## config.mk

```make
export PLATFORM = sky130hd
export DESIGN_NAME = rsi_sqrt_cell
export DESIGN_NICKNAME = d
export VERILOG_FILES = /design/src/hdl/rsi_pkg.sv /design/src/hdl/rsi_sqrt_cell.sv
export SDC_FILE = /design/constraint.sdc
export NUM_CORES = 1
export LEC_CHECK = 0
export ABC_CLOCK_PERIOD_IN_PS = 800
export BUFFER_PORTS_ARGS = -buffer_cell sky130_fd_sc_hd__buf_2
export CAP_MARGIN = 10
export CORE_AREA = 2 2 314 316
export CTS_BUF_LIST = sky130_fd_sc_hd__clkbuf_8
export DETAILED_ROUTE_END_ITERATION = 16
export DIE_AREA = 0 0 316 318
export PLACE_DENSITY_LB_ADDON = 0.1
export RECOVER_POWER = 50
export SETUP_SLACK_MARGIN = 0.2
export SYNTH_ARGS = -nofsm -noshare
export SYNTH_HDL_FRONTEND = slang
export SYNTH_SLANG_ARGS = --single-unit
```

## constraint.sdc

```tcl
create_clock -name clk -period 0.8 [get_ports clk]
set_input_delay 0.2 -clock clk [delete_from_list [all_inputs] [get_ports clk]]
set_output_delay 0.2 -clock clk [all_outputs]
set_load 0.005 [all_outputs]
```

## src/hdl/rsi_pkg.sv

```systemverilog
// Shared types and register codes for the ray/sphere intersection pipeline.
`timescale 1ns / 1ps
package rsi_pkg;

	// Control flags that travel alongside each ray through the pipeline
	typedef struct packed {
		logic vld;
		logic degen;
		logic miss;
		logic hit;
		logic neg;
		logic big;
	} rsi_ctl_t;

	localparam int CFG_IDX_W = 2;

	localparam logic [CFG_IDX_W-1:0] REG_CENTER_X      = 2'd0;
	localparam logic [CFG_IDX_W-1:0] REG_CENTER_Y      = 2'd1;
	localparam logic [CFG_IDX_W-1:0] REG_CENTER_Z      = 2'd2;
	localparam logic [CFG_IDX_W-1:0] REG_SPHERE_RADIUS = 2'd3;

endpackage

```

## src/hdl/rsi_sqrt_cell.sv

```systemverilog
// One cell of the square-root chain: settles one root bit per cycle while en is high.
`timescale 1ns / 1ps
module rsi_sqrt_cell import rsi_pkg::*; #(
	parameter int RW = 134,
	parameter int SW = 131
) (
	input  logic                clk,
	input  logic                arst_n,
	input  logic                en,
	input  rsi_ctl_t            ctl_i,
	input  logic [RW-1:0]       rad_i,
	input  logic [RW/2+1:0]     rem_i,
	input  logic [RW/2-1:0]     root_i,
	input  logic [SW-1:0]       side_i,
	output rsi_ctl_t            ctl_o,
	output logic [RW-1:0]       rad_o,
	output logic [RW/2+1:0]     rem_o,
	output logic [RW/2-1:0]     root_o,
	output logic [SW-1:0]       side_o
);
	localparam int SQB = RW / 2;
	localparam int RMW = SQB + 2;

	logic [RMW+1:0] sh;
	logic [RMW+1:0] trial;
	logic [RMW+1:0] diff;
	logic           ge;

	always_comb begin
		sh    = {rem_i, rad_i[RW-1 -: 2]};
		trial = (RMW+2)'({root_i, 2'b01});
		diff  = sh - trial;
		ge    = (sh >= trial);
	end

	always_ff @(posedge clk or negedge arst_n) begin
		if (!arst_n) begin
			ctl_o <= '0;
		end else if (en) begin
			ctl_o <= ctl_i;
		end
	end

	always_ff @(posedge clk) begin
		if (en) begin
			rem_o  <= ge ? diff[RMW-1:0] : sh[RMW-1:0];
			root_o <= {root_i[SQB-2:0], ge};
			rad_o  <= rad_i << 2;
			side_o <= side_i;
		end
	end

endmodule

```

# ---- Yosys cells after proc, flatten, opt, wreduce, memory -nomap -nowiden
# Index checks and enable logic that the tools add are counted.
dict set report word_totals {
  register_bits 405
  input_bits 410
  output_inout_bits 407
  wordCells 13
}
dict set report classes {
  addsub 1
  order_cmp 1
  muxes 1
}
# cell n
set op_table {}
lappend op_table {{71-bit by 69-bit greater-or-equal comparator with 1-bit output} 1}
lappend op_table {{69-bit 2-to-1 mux} 1}
lappend op_table {{69-bit subtractor} 1}

# ---- Depth between registers and ports, before layout
dict set report logic_depth {
  ltp_word 2
  depth_mapped 15
  mapped_depth_nobuf 12
}

# ---- Worst setup path after synthesis
# No wires, ideal clock.
dict set report synth_timing {
  path_kind {input to register}
  start {input root_i[10]}
  end {register rem_o[19], data pin}
  setup_time_ps 260
  arrival_ps 2661
  setup_slack_ps -2121
  path_stages 14
  n_path_buf 3
  cell_sequence {inv_1 -> ha_1 -> buf_6 -> a21o_1 -> a311oi_2 -> o211ai_2 -> a31oi_4 -> nor3_2 -> a31oi_4 -> o21ai_2 -> a221o_1 -> buf_6 -> buf_6 -> mux2_4}
}
dict set report synth_via {
  elab_chain_len 2
  elab_cells_between_ends 3
}
# element line_no
set synth_rtl {}
lappend synth_rtl {{start, declared} rsi_sqrt_cell.sv:13} ;# input logic [RW/2-1:0] root_i,
lappend synth_rtl {{69-bit subtractor / 71-bit by 69-bit greater-or-equal comparator with 1-bit output (equally long branches)} {rsi_sqrt_cell.sv:32, rsi_sqrt_cell.sv:33}}
lappend synth_rtl {{69-bit 2-to-1 mux (*)} rsi_sqrt_cell.sv:46} ;# rem_o <= ge ? diff[RMW-1:0] : sh[RMW-1:0];
lappend synth_rtl {{end signal, assigned} rsi_sqrt_cell.sv:46}
lappend synth_rtl {{end, declared} rsi_sqrt_cell.sv:17} ;# output logic [RW/2+1:0] rem_o,
# Every way passes the cells marked *; elsewhere a longest branch is shown, timed or not.
# A chain may end at the register's enable or synchronous reset.

# ---- Worst setup path in the final report
dict set report layout_timing {
  start {input root_i[4]}
  end {register rem_o[7], data pin}
}
# Same word-level chain as after synthesis.

==> metrics.md <==
| Metric | Value |
|---|---|
| Peak Freq | 0.390 GHz |
| Initial antenna violation count | 38 |
| FF-to-FF path depth | 3 |
| CTS root buf | clkbuf_8 |
| Core box area | 97400 µm² |
| Grt ovf | 0 |
| Via Count | 17067 |
| CP Class | in -> reg |
| Final Setup Violations | 811 |
| Register area | 12100 µm² |
| Global-route wire length before repair | 129 mm |
| Most frequent cells in the layout | buf_2 (724), edfxtp_1 (399), buf_4 (397) |
| Later-pin clock latency in the skew report | 0.68 ns |
| TNS Setup | -381.58 ns |
| Number of synthesized flops with an enable pin | 399 |
| Status | finished with violations |
| Beginning of the critical path | root_i[4] |
| Gate Count Post-Synth | 1257 |
| Fill cells | 9939 |
| GRT Total Usage | 17.9% |
| Seq/Total Area, Yosys | 68.9% |
| Post-synthesis cell type count | 65 |
| Placer Congestion | 0.842 |
| Worst-path fanout max | 8 |
| Port Buffer Count | 814 |
| CTS clk-pin slew, worst paths | 0.05 ns |
| Drt pass-1 iters | 5 |
| CTS buffer count | 79 |
| Final Hold Viols | 12 |
| DRT iter0 DRCs | 853 |
| Setup slack, reg-to-reg | -0.18 ns |
| Yosys reg bits | 405 |
| Vias in the first global route | 18508 |
| Leakage | 14.8 nW |
| Via/cell ratio | 3.97 |
| Nets | 3422 |
| Hold WS | -0.104 ns |
| Routed length per instance | 21.7 µm |
| Crit. End Element | register |
| Die Wd | 316 µm |
| R2r startpoint | ctl_o[2]$_DFFE_PN0P_ |
| RSZ-0062 raised after global routing | true |
| CTS tree | done |
| Clock Skews | 0 ns |
| Failing checks | hold timing, setup timing |
| Yosys warns | 0 |
| Commonest register cell after synthesis | edfxtp_1 |
| H-tree lvl count | 3 |
| Final Cycle Share | 321% |
| Final worst-path setup slack | -1.77 ns |
| Setup crit start kind | primary input |
| Commonest non-fill, non-tap cell in the layout | buf_2 |
| Worst R2R End | ctl_o[2]$_DFFE_PN0P_ |
| FP Rows | 115 |
| Synth Cell Area | 17600 µm² |
| Area of the multi-input gates | 5900 µm² |
| Final antenna-violating net count | 0 |
| Area growth, synth to finish | 92.0% |
| Max-slew headroom | 58.1% |
| Avg Inst Size Synth | 14.0 µm² |
| Power Density | 1840 nW/µm² |
| Maximum vdd drop | 0.885 mV |
| Worst-margin pin slew | 0.628 ns |
| Synth async-reset ratio | 1.48% |
| Power consumption | 0.0621 W |
| Starting Density | 18.1% |
| Post-route design area | 33800 µm² |
| Critical Path RT | 1.23 ns |
| Share of cells above drive strength 1 | 51.8% |
| Maximum clock path buffer count | 3 |
| Fin. max-slew vios | 0 |
| Fin crit period | 2.57 ns |
| Die Area | 100000 µm² |
| CP Data Arrival Time | 3.00 ns |
| Final WL | 93.4 mm |
| HP Class | in -> reg |
| Die Height | 318 µm |
| Post-route DRC violation count | 0 |
| Ports | 817 |
| Maxcap violations | 0 |
| CP Capture Point | rem_o[7]$_DFFE_PP_ |
| Largest net degree at the start of global routing | 27 |
| Detail Placement HPWL | 74.6 mm |
| DP Area | 26400 µm² |
| CTS Sinks | 405 |
## logic make-up (layout without fill, tap and decap cells)
kind of cell               count (synthesis)  in the layout  share of synthesized area (%)
AOI/OAI and AO/OA                        311            312                           11.4
xor gates and xnor gates                  64             64                           3.18
other                                      1             11                         0.0213
and+or+nand+nor                          246            246                           6.54
DFF                                      405            405                           68.9
buffers and inverters                    142           1884                           3.56
adders and majority gates                 69             69                           4.90
muxes                                     19             19                           1.49
## per-stage QoR
stage               std cells  util, %  hold WS, ns  setup slack (ns)
global placement         3701     27.1       0.0263             -2.72
detailed placement       3701     27.1       0.0351             -2.71
finish                   4297     34.7       -0.104             -1.77
global route             4291     34.7       -0.164             -1.79
floorplan                1258        -      -0.0956             -1.97
CTS                      4268     34.0       -0.219             -1.63
## layout make-up
cell class / instances / share of cell area, %
repair buffers: 1654 / 36.3
inverters: 91 / 1.13
multi-input cells: 712 / 17.5
clock buffers: 80 / 3.26
diodes: 9 / 0.0666
clock inverters: 59 / 1.11
flip-flops and latches: 405 / 35.9
well taps: 1287 / 4.76
## Yosys cell counts, drive strengths merged (17+ instances only)
cell type    n  area (µm²)
buf         26         191
nand2       62         233
edfxtp     399       12000
a21oi      140         738
xor2        23         201
ha          69         863
inv         91         342
clkbuf      25        93.8
o21ai       57         293
nand4       35         219
nor2       100         375
mux2        19         263
a21o        33         248
o21bai      17         128
xnor2       41         359
## critical path, cell delays in order
cell,delay [ns]
buf_8,0.10
inv_4,0.04
ha_4,0.19
buf_6,0.12
and3_4,0.16
a221oi_4,0.32
o211ai_4,0.15
a31oi_4,0.22
nor3_4,0.09
a31oi_4,0.25
o21ai_4,0.08
a221o_4,0.46
buf_12,0.15
buf_12,0.14
mux2_4,0.30
## timing repair
item | 4_1_cts | 5_1_grt
setup buffers | 36 | 17
cloned | 6 | 3
gates resized for setup | 250 | 135
endpoints found under the setup margin | 481 | 481
endpoints found under the hold margin | 448 | 34
pin swaps | 42 | 32
hold buffers | 386 | 1
## worst min path at each step
stage,endpoint,start,slack (ns),cells after the start
after floorplan,ctl_o[0]$_DFFE_PN0P_,arst_n,-0.1,0
after global placement,ctl_o[0]$_DFFE_PN0P_,arst_n,0.03,1
after CTS,rem_o[1]$_DFFE_PP_,rad_i[133],-0.22,3
after global routing,rem_o[29]$_DFFE_PP_,rem_i[27],-0.16,2
final,rem_o[29]$_DFFE_PP_,rem_i[27],-0.10,2
after detailed placement,ctl_o[0]$_DFFE_PN0P_,arst_n,0.04,1
## power by group
part	switching, W	internal (W)	total [W]
Sequential	0.000683	0.0257	0.0264
Combinational	0.00722	0.00822	0.0154
Clock	0.00966	0.0106	0.0203
Total	0.0176	0.0446	0.0621
## metal layers
| layer | share of wire [%] | wire [µm] | track usage (%) | vias up |
|---|---|---|---|---|
| met4 | 2.6 | 2450 | 5.56 | 16 |
| li1 | - | - | - | 8096 |
| met5 | 0.090 | 84 | 0 | - |
| met3 | 8.0 | 7430 | 5.61 | 143 |
| met2 | 51 | 47900 | 32.5 | 573 |
| met1 | 38 | 35500 | 19.7 | 8239 |
## registers in the layout, indices dropped and copies added, names as in the netlist
register  flops
rad_o       132
ctl_o         6
root_o       67
side_o      131
rem_o        69
(Power assumes the default switching activity.)
